## src/sv/fcs_pkg.sv

```systemverilog
// Package for the flash command sequencer: types, command codes, geometry constants.
// No dependencies; imported by the interface users, the top level and the checker.

package fcs_pkg;

	localparam int ADDRESS_BITS_DEF = 21;
	localparam int ADDR_W           = 21;
	localparam int DATA_W           = 8;
	localparam int LEN_W            = 17;
	localparam int CFG_IDX_W        = 1;
	localparam int CFG_DATA_W       = 8;

	typedef enum logic [2:0] {
		ST_READ    = 3'd0,
		ST_UNLOCK1 = 3'd1,
		ST_UNLOCK2 = 3'd2,
		ST_COMMAND = 3'd3,
		ST_ID      = 3'd4,
		ST_PROGRAM = 3'd5,
		ST_ERASED  = 3'd6,
		ST_PROTECT = 3'd7
	} state_t;

	typedef enum logic [1:0] {
		PFX_NONE = 2'd0,
		PFX_80   = 2'd1,
		PFX_9A   = 2'd2
	} prefix_t;

	typedef enum logic [1:0] {
		OP_NONE = 2'd0,
		OP_AND  = 2'd1,
		OP_FILL = 2'd2
	} mem_op_t;

	typedef enum logic [CFG_IDX_W-1:0] {
		CFG_CHIP_PRESENT = 1'b0,
		CFG_DEVICE_CODE  = 1'b1
	} cfg_idx_t;

	localparam logic [DATA_W-1:0] DEVICE_CODE_RST = 8'h2f;

	// unlock sequence
	localparam logic [ADDR_W-1:0] UNLOCK_ADDR1 = 21'h005555;
	localparam logic [ADDR_W-1:0] UNLOCK_ADDR2 = 21'h002aaa;
	localparam logic [DATA_W-1:0] DATA_AA      = 8'haa;
	localparam logic [DATA_W-1:0] DATA_55      = 8'h55;

	// commands
	localparam logic [DATA_W-1:0] CMD_ERASE   = 8'h30;
	localparam logic [DATA_W-1:0] CMD_SETUP   = 8'h80;
	localparam logic [DATA_W-1:0] CMD_ID      = 8'h90;
	localparam logic [DATA_W-1:0] CMD_PROTECT = 8'h9a;
	localparam logic [DATA_W-1:0] CMD_PROGRAM = 8'ha0;

	// device ids and boot-block region starts
	localparam logic [DATA_W-1:0] DEV_4M  = 8'hab;
	localparam logic [DATA_W-1:0] DEV_8M  = 8'h2c;
	localparam logic [DATA_W-1:0] DEV_16M = 8'h2f;
	localparam logic [ADDR_W-1:0] TOP_4M  = 21'h070000;
	localparam logic [ADDR_W-1:0] TOP_8M  = 21'h0f0000;
	localparam logic [ADDR_W-1:0] TOP_16M = 21'h1f0000;

	localparam logic [ADDR_W-1:0] MASK_32K = 21'h008000;
	localparam logic [ADDR_W-1:0] MASK_16K = 21'h00c000;
	localparam logic [ADDR_W-1:0] MASK_8K  = 21'h00e000;

	localparam logic [LEN_W-1:0] LEN_64K = 17'h10000;
	localparam logic [LEN_W-1:0] LEN_32K = 17'h08000;
	localparam logic [LEN_W-1:0] LEN_16K = 17'h04000;
	localparam logic [LEN_W-1:0] LEN_8K  = 17'h02000;

	typedef struct packed {
		logic [ADDR_W-1:0] write_address;
		logic [DATA_W-1:0] write_byte;
	} fcs_wr_t;

	typedef struct packed {
		mem_op_t           mem_op;
		logic [ADDR_W-1:0] op_address;
		logic [LEN_W-1:0]  erase_length;
		logic [DATA_W-1:0] op_byte;
		logic              id_overlay_on;
		state_t            sequence_state;
	} fcs_cmd_t;

endpackage

```

## src/sv/fcs_stream_if.sv

```systemverilog
// Valid/ready stream interface, payload type given per instance.
// Used with the fcs_pkg payload structs.

interface fcs_stream_if #(
	parameter type payload_t = logic
);
	logic     valid;
	logic     ready;
	payload_t payload;

	modport source (output valid, output payload, input ready);
	modport sink (input valid, input payload, output ready);
endinterface

```

## src/sv/flash_command_sequencer.sv

```systemverilog
// Flash command sequencer top level: unlock/command state machine and erase geometry.
// Depends on fcs_pkg and fcs_stream_if.

// Each bus-write transaction on wr yields exactly one command transaction on cmd.
// The block runs at one transaction per cycle while cmd is not stalled: a write
// is captured in an input register, decoded against the current sequence state
// by short logic and written, together with the state update, into an output
// register, from which the result is offered on cmd. The input register doubles
// as a skid stage: one more write is taken while a result waits on cmd.
// chip_present (index 0) and device_code (index 1) are written through the cfg
// port; the user must write them only while no transaction is in flight, as the
// block itself does not enforce this.
module flash_command_sequencer
	import fcs_pkg::*;
#(
	parameter int ADDRESS_BITS = ADDRESS_BITS_DEF
) (
	input  logic                  clk,
	input  logic                  arst_n,
	fcs_stream_if.sink            wr,
	fcs_stream_if.source          cmd,
	input  logic                  cfg_we,
	input  logic [CFG_IDX_W-1:0]  cfg_index,
	input  logic [CFG_DATA_W-1:0] cfg_data
);

	// configuration
	logic              chip_present_q;
	logic [DATA_W-1:0] device_code_q;

	// sequencer state
	state_t  state_q;
	prefix_t prefix_q;
	logic    overlay_q;

	// input register
	logic                    valid_s1;
	logic [ADDRESS_BITS-1:0] addr_s1;
	logic [DATA_W-1:0]       byte_s1;

	// output register
	logic     cmd_valid_q;
	fcs_cmd_t cmd_q;

	logic              adv;
	logic [ADDR_W-1:0] addr;
	state_t            ns;
	prefix_t           npfx;
	logic              novl;
	logic [ADDR_W-1:0] top;
	logic              known_dev;
	logic [ADDR_W-1:0] erase_base;
	logic [LEN_W-1:0]  erase_len;
	mem_op_t           op;
	logic [ADDR_W-1:0] op_addr;
	logic [LEN_W-1:0]  op_len;
	logic [DATA_W-1:0] op_byte;

	always_ff @(posedge clk or negedge arst_n) begin
		if (!arst_n) begin
			chip_present_q <= 1'b0;
			device_code_q  <= DEVICE_CODE_RST;
		end else if (cfg_we) begin
			case (cfg_idx_t'(cfg_index))
				CFG_CHIP_PRESENT: chip_present_q <= cfg_data[0];
				CFG_DEVICE_CODE:  device_code_q  <= cfg_data;
				default: ;
			endcase
		end
	end

	// Stage advances into the output register when that is empty or being drained
	assign adv      = valid_s1 && (!cmd_valid_q || cmd.ready);
	assign wr.ready = !valid_s1 || adv;

	always_ff @(posedge clk or negedge arst_n) begin
		if (!arst_n) begin
			valid_s1 <= 1'b0;
		end else if (wr.valid && wr.ready) begin
			valid_s1 <= 1'b1;
		end else if (adv) begin
			valid_s1 <= 1'b0;
		end
	end

	// address taken modulo the device's address space
	always_ff @(posedge clk) begin
		if (wr.valid && wr.ready) begin
			addr_s1 <= wr.payload.write_address[ADDRESS_BITS-1:0];
			byte_s1 <= wr.payload.write_byte;
		end
	end

	assign addr = ADDR_W'(addr_s1);

	// Next state, prefix and overlay
	always_comb begin
		ns   = ST_READ;
		npfx = prefix_q;
		novl = overlay_q;
		case (state_q)
			ST_READ, ST_ID: begin
				if (addr == UNLOCK_ADDR1 && byte_s1 == DATA_AA) ns = ST_UNLOCK1;
				npfx = PFX_NONE;
			end
			ST_UNLOCK1: begin
				if (addr == UNLOCK_ADDR2 && byte_s1 == DATA_55) ns = ST_UNLOCK2;
			end
			ST_UNLOCK2: begin
				// erase confirm is recognised at any address
				if (byte_s1 == CMD_ERASE) begin
					if (prefix_q == PFX_80) ns = ST_ERASED;
				end else if (addr == UNLOCK_ADDR1) begin
					case (byte_s1)
						CMD_SETUP: begin
							npfx = PFX_80;
							ns   = ST_COMMAND;
						end
						CMD_ID: begin
							novl = 1'b1;
							ns   = ST_ID;
						end
						CMD_PROTECT: begin
							if (prefix_q == PFX_9A) begin
								ns = ST_PROTECT;
							end else begin
								npfx = PFX_9A;
								ns   = ST_COMMAND;
							end
						end
						CMD_PROGRAM: ns = ST_PROGRAM;
						default: ;
					endcase
				end
			end
			ST_COMMAND: begin
				if (addr == UNLOCK_ADDR1 && byte_s1 == DATA_AA) ns = ST_UNLOCK1;
			end
			default: ;
		endcase
		// falling back to read drops the prefix and the ID overlay
		if (ns == ST_READ) begin
			npfx = PFX_NONE;
			novl = 1'b0;
		end
	end

	// Boot-block geometry: uniform 64KB blocks below the top region, then 32/8/8/16KB
	always_comb begin
		known_dev = 1'b1;
		case (device_code_q)
			DEV_4M:  top = TOP_4M;
			DEV_8M:  top = TOP_8M;
			DEV_16M: top = TOP_16M;
			default: begin
				top       = '0;
				known_dev = 1'b0;
			end
		endcase
		if (!known_dev) begin
			erase_base = '0;
			erase_len  = LEN_64K;
		end else if (addr < top) begin
			erase_base = addr & top;
			erase_len  = LEN_64K;
		end else if (addr[15]) begin
			if (addr[14]) begin
				erase_base = addr & (top | MASK_16K);
				erase_len  = LEN_16K;
			end else begin
				erase_base = addr & (top | MASK_8K);
				erase_len  = LEN_8K;
			end
		end else begin
			erase_base = addr & (top | MASK_32K);
			erase_len  = LEN_32K;
		end
	end

	// Memory command for this write
	always_comb begin
		op      = OP_NONE;
		op_addr = '0;
		op_len  = '0;
		op_byte = '0;
		if (chip_present_q) begin
			if (state_q == ST_UNLOCK2 && byte_s1 == CMD_ERASE && prefix_q == PFX_80) begin
				op      = OP_FILL;
				op_addr = erase_base;
				op_len  = erase_len;
			end else if (state_q == ST_PROGRAM) begin
				op      = OP_AND;
				op_addr = addr;
				op_byte = byte_s1;
			end
		end
	end

	// With the chip absent the state holds and the write issues no memory operation
	always_ff @(posedge clk or negedge arst_n) begin
		if (!arst_n) begin
			state_q   <= ST_READ;
			prefix_q  <= PFX_NONE;
			overlay_q <= 1'b0;
		end else if (adv && chip_present_q) begin
			state_q   <= ns;
			prefix_q  <= npfx;
			overlay_q <= novl;
		end
	end

	always_ff @(posedge clk or negedge arst_n) begin
		if (!arst_n) begin
			cmd_valid_q <= 1'b0;
		end else if (adv) begin
			cmd_valid_q <= 1'b1;
		end else if (cmd.ready) begin
			cmd_valid_q <= 1'b0;
		end
	end

	always_ff @(posedge clk) begin
		if (adv) begin
			cmd_q.mem_op         <= op;
			cmd_q.op_address     <= op_addr;
			cmd_q.erase_length   <= op_len;
			cmd_q.op_byte        <= op_byte;
			cmd_q.id_overlay_on  <= chip_present_q ? novl : overlay_q;
			cmd_q.sequence_state <= chip_present_q ? ns : state_q;
		end
	end

	assign cmd.valid   = cmd_valid_q;
	assign cmd.payload = cmd_q;

endmodule

```

## src/flat_wrapper.sv

```systemverilog
// flat-port wrapper written by rule: the top's interface ports become plain ports
module flash_command_sequencer_flat import fcs_pkg::*;
#(
	parameter int ADDRESS_BITS = ADDRESS_BITS_DEF
)
  (clk, arst_n, cfg_we, cfg_index, cfg_data, wr_valid, wr_payload, wr_ready, cmd_valid, cmd_payload, cmd_ready);
  fcs_stream_if #(.payload_t(fcs_wr_t)) wr_i ();
  fcs_stream_if #(.payload_t(fcs_cmd_t)) cmd_i ();
  input  logic clk;
  input  logic arst_n;
  input  logic cfg_we;
  input  logic [CFG_IDX_W-1:0] cfg_index;
  input  logic [CFG_DATA_W-1:0] cfg_data;
  input wire logic [$bits(wr_i.valid)-1:0] wr_valid;
  input wire logic [$bits(wr_i.payload)-1:0] wr_payload;
  output wire logic [$bits(wr_i.ready)-1:0] wr_ready;
  output wire logic [$bits(cmd_i.valid)-1:0] cmd_valid;
  output wire logic [$bits(cmd_i.payload)-1:0] cmd_payload;
  input wire logic [$bits(cmd_i.ready)-1:0] cmd_ready;
  assign wr_i.valid = wr_valid;
  assign wr_i.payload = wr_payload;
  assign wr_ready = wr_i.ready;
  assign cmd_valid = cmd_i.valid;
  assign cmd_payload = cmd_i.payload;
  assign cmd_i.ready = cmd_ready;
  flash_command_sequencer #(.ADDRESS_BITS(ADDRESS_BITS)) u_core (.clk(clk), .arst_n(arst_n), .wr(wr_i), .cmd(cmd_i), .cfg_we(cfg_we), .cfg_index(cfg_index), .cfg_data(cfg_data));
endmodule
```

## config.mk

```make
export PLATFORM = sky130hd
export DESIGN_NAME = flash_command_sequencer_flat
export DESIGN_NICKNAME = d
export VERILOG_FILES = /design/src/sv/fcs_pkg.sv /design/src/sv/fcs_stream_if.sv /design/src/sv/flash_command_sequencer.sv /design/src/flat_wrapper.sv
export SDC_FILE = /design/constraint.sdc
export NUM_CORES = 1
export LEC_CHECK = 0
export BUFFER_PORTS_ARGS = -buffer_cell sky130_fd_sc_hd__clkbuf_2
export CAP_MARGIN = 25
export CORE_ASPECT_RATIO = 1.2
export CORE_MARGIN = 5
export CORE_UTILIZATION = 48
export CTS_BUF_LIST = sky130_fd_sc_hd__clkbuf_4 sky130_fd_sc_hd__clkbuf_8 sky130_fd_sc_hd__clkbuf_16
export CTS_CLUSTER_DIAMETER = 100
export DETAILED_ROUTE_END_ITERATION = 8
export HOLD_SLACK_MARGIN = 0.15
export PLACE_DENSITY = 0.76
export SLEW_MARGIN = 20
export SYNTH_ARGS = -nofsm -noshare
export SYNTH_HDL_FRONTEND = slang
export SYNTH_SLANG_ARGS = --single-unit
```

## constraint.sdc

```tcl
create_clock -name clk -period 2.6 [get_ports clk]
set_input_delay 0.39 -clock clk [delete_from_list [all_inputs] [get_ports clk]]
set_output_delay 0.39 -clock clk [all_outputs]
set_load 0.01 [all_outputs]
```

==> results.md <==
* Synth area leaders: edfxtp_1 54%, dfrtp_1 7.9%, and2_1 4.1%, dfstp_2 3.4%, mux2_2 2.7%
* IO Pins at 97
* Post-synth EDFFs at slightly below 70
* Final Hold Fails at 0
* Area added between synthesis and finish at 22.1%
* Clk buf depth at 2
* CP Class: flop to flop
* Hold Path Class: primary input to flop
* Clock share of power at between 30 and 40%
* Net Sw Power at 0.682 mW
* Distinct cells, synth at 50
* Violated checks: setup timing
* DR iter-0 viols at around 170
* Die area at 9830 um^2
* Unrepaired setup endpoints after global routing: yes
* Seq/Total Area, Yosys at 64.9%
* Sw Ratio at 22.6%
* Chip height at 108 um
* Mapped Cells at 280
* Rel. slew slack at 53.4%
* Drc violations at 0
* Total wire length at roughly 7700 um
* Row count at 35
* Yosys warnings at 0
* Total global routing overflow at 0
* Crit path launch type: flop
* Final setup vio count at 1
* Via count at about 2500
* WL per Instance at about 16 um
* Cell family with most CP delay: simple AND/OR/NAND/NOR gates
* Final period utilization at 100%
* CTS H-tree depth at 3
* DP HPWL at ~5500 um
* Core area at approximately 7700 um^2
* Buf/Inv on CP at 2
* #FFs+latches synth at 85
* Routability congestion estimate at between 0.8 and 0.9
* Run status: finished with violations
* Gr usage total at approximately 16%
* Diodes inserted at 0
* Share of layout cells above drive strength 1 at approximately 37%
* Post-Place Cells at between 400 and 500
* Worst slew pin tran at approximately 0.7 ns
* IR Drop Worst-Case VDD at 0.465 mV
* IO Port Bufs at 83
* Power Dens Cells at 649 nW/um^2
* Most frequent cells in the layout: 83 x clkbuf_2, 68 x edfxtp_1, 24 x and2_1
* Initial Utilization at about half
* Commonest non-fill, non-tap cell in the layout: clkbuf_2
* Setup WS post-layout at -0.00748 ns
* Mapped Avg Cell Area at 13.6 um^2
* Tmin final at between 2 and 3 ns
* Largest stage delay, worst path at roughly 0.57 ns
* Worst Skew at roughly 0.0055 ns
* FMAX at 384 MHz
* # Max-Cap Violations at 0
* Worst path cell trace: or4bb_4, nor2_4, buf_4, ha_1, a21oi_2, o21a_1, o21a_1, o21ai_1, buf_4, and2_1
* Slew Limit Fails at 0
* Register share of total power at 54.7%
* Vias per Instance at 5.33
* DRT antenna net count at 0
* Largest net degree at the start of global routing at 30
* Slowest-stage cell, CP: or4bb_4
* Netlist Area Pre-Place at roughly 3800 um^2
* Nets at approximately 430
* Crit. End Element: flop
* CTS tree: done
* Critical path peak fanout at 6
* WP data required at between 2 and 3 ns
* First-pass GRT wire length at ~12000 um
* Clock root cell: clkbuf_8
* Critical Path AT at between 2 and 3 ns
* Placement Setup Slack at -0.131 ns
* Top_reg_cell synth: edfxtp_1
* Worst-skew pair later-pin latency at 0.35 ns
* Die X at 91.3 um
* Share of the synthesized area in the top cell type at about 54%
* Static Leak at 1.90 nW
* Internal at 2.33 mW
* Drt pass-1 iters at 4
* Num Clock Sinks at 85
* Comb pwr share at about 8.8%
* Vias in the first global route at 2514
* CTS clock-pin slew for the worst setup and hold paths at ~0.090 ns
* Synth async-reset ratio at around 20%
* Antenna violations before repair at 0
* Fin cells at between 400 and 500
* Num CTS Buffers at 9
* Yosys top cell by area: edfxtp_1
## cells in the mapped netlist, types with 5 or more instances
master    instances
nor2b_1           5
nand4_1           7
nor4bb_1          6
nand2b_1          5
clkbuf_1          5
edfxtp_1         68
dfstp_2           5
and2_1           25
dfrtp_1          12
nor4_1            7
nand2_1           9
ha_1              7
nor2_1           12
inv_1            11
nand3_1           9
a21oi_1           9
mux2_2            9
o21ai_0           5
buf_4            13
## state kept, by name, indices dropped and copies added, names as in the netlist
register and count:
u_core.state_q 3, u_core.byte_s1 8, u_core.prefix_q 2, u_core.valid_s1 1
u_core.cmd.payload 39, u_core.cmd.valid 1, u_core.chip_present_q 1, u_core.overlay_q 1
u_core.addr 21, u_core.device_code_q 8
## repair_timing
action / CTS / global route
pin swaps: 3 / 1
resized for setup: 7 / 11
hold endpoints to repair: 12 / 0
hold buffers: 1 / 0
setup buffers: 0 / 1
setup endpoints to repair: 6 / 6
## path summary, 6_finish.rpt
check / from / end / slack (ns) / depth (start not counted)
max reg2reg: u_core.device_code_q[3] / u_core.cmd.payload[28] / -0.007 / 10
min in group asynchronous: arst_n / u_core.overlay_q / 0.50 / 2
min: wr_payload[27] / u_core.addr[19] / 0.22 / 1
max: u_core.device_code_q[3] / u_core.cmd.payload[28] / -0.007 / 10
min reg2reg: u_core.valid_s1 / u_core.cmd.valid / 0.51 / 1
max in group asynchronous: arst_n / u_core.device_code_q[0] / 1.77 / 2
## power by group through the flow
stage	clock network (mW)	registers [mW]	logic [mW]
6_report	1.10	1.65	0.266
5_1_grt	1.18	1.67	0.294
4_1_cts	1.12	1.65	0.263
3_5_place_dp	0	1.68	0.254
3_3_place_gp	0	1.68	0.249
2_1_floorplan	0	1.68	0.145
## kinds of logic (layout without fill, tap and decap cells)
family          count (synthesis)  in the layout  synth area share (%)
buf+inv                        31            119                  4.40
compound gates                 32             32                  5.62
xor+xnor                        3              3                 0.690
fa+ha+maj                       7              7                  2.30
mux                            11             11                  3.19
flops                          85             85                  64.9
other cells                     1             13                0.0984
simple gates                  110            110                  18.8
## metal layers
layer  global-route usage [%]  routed length [um]  vias to the layer above
met2                     26.9                4090                       81
met3                     4.55                 431                       14
met4                     8.07                 200                        0
li1                         -                   -                     1209
met5                        0                   0                        -
met1                     18.0                3010                     1212
## through the flow
stage | setup TNS, ns | utilization [%] | total power [mW] | cell area, um^2 | hold WS (ns)
floorplan | 0 | - | 1.82 | 3850 | 0.0944
global placement | 0 | 56.0 | 1.92 | 4310 | 0.338
detailed placement | -0.472 | 56.0 | 1.93 | 4310 | 0.344
CTS | 0 | 59.6 | 3.04 | 4590 | 0.188
global route | -0.626 | 60.3 | 3.14 | 4650 | 0.186
finish | -0.00748 | 60.3 | 3.02 | 4650 | 0.215
## final cells by class
type                       instances  area, um^2
clock buffer                       9         124
clock inverter                     7         113
fill                             606        3060
inverter                          11        41.3
multi-input combinational        176        1300
sequential                        85        2470
tap                               92         115
timing repair buffer              92         485
Note: power is estimated with default switching activity, not from simulation.
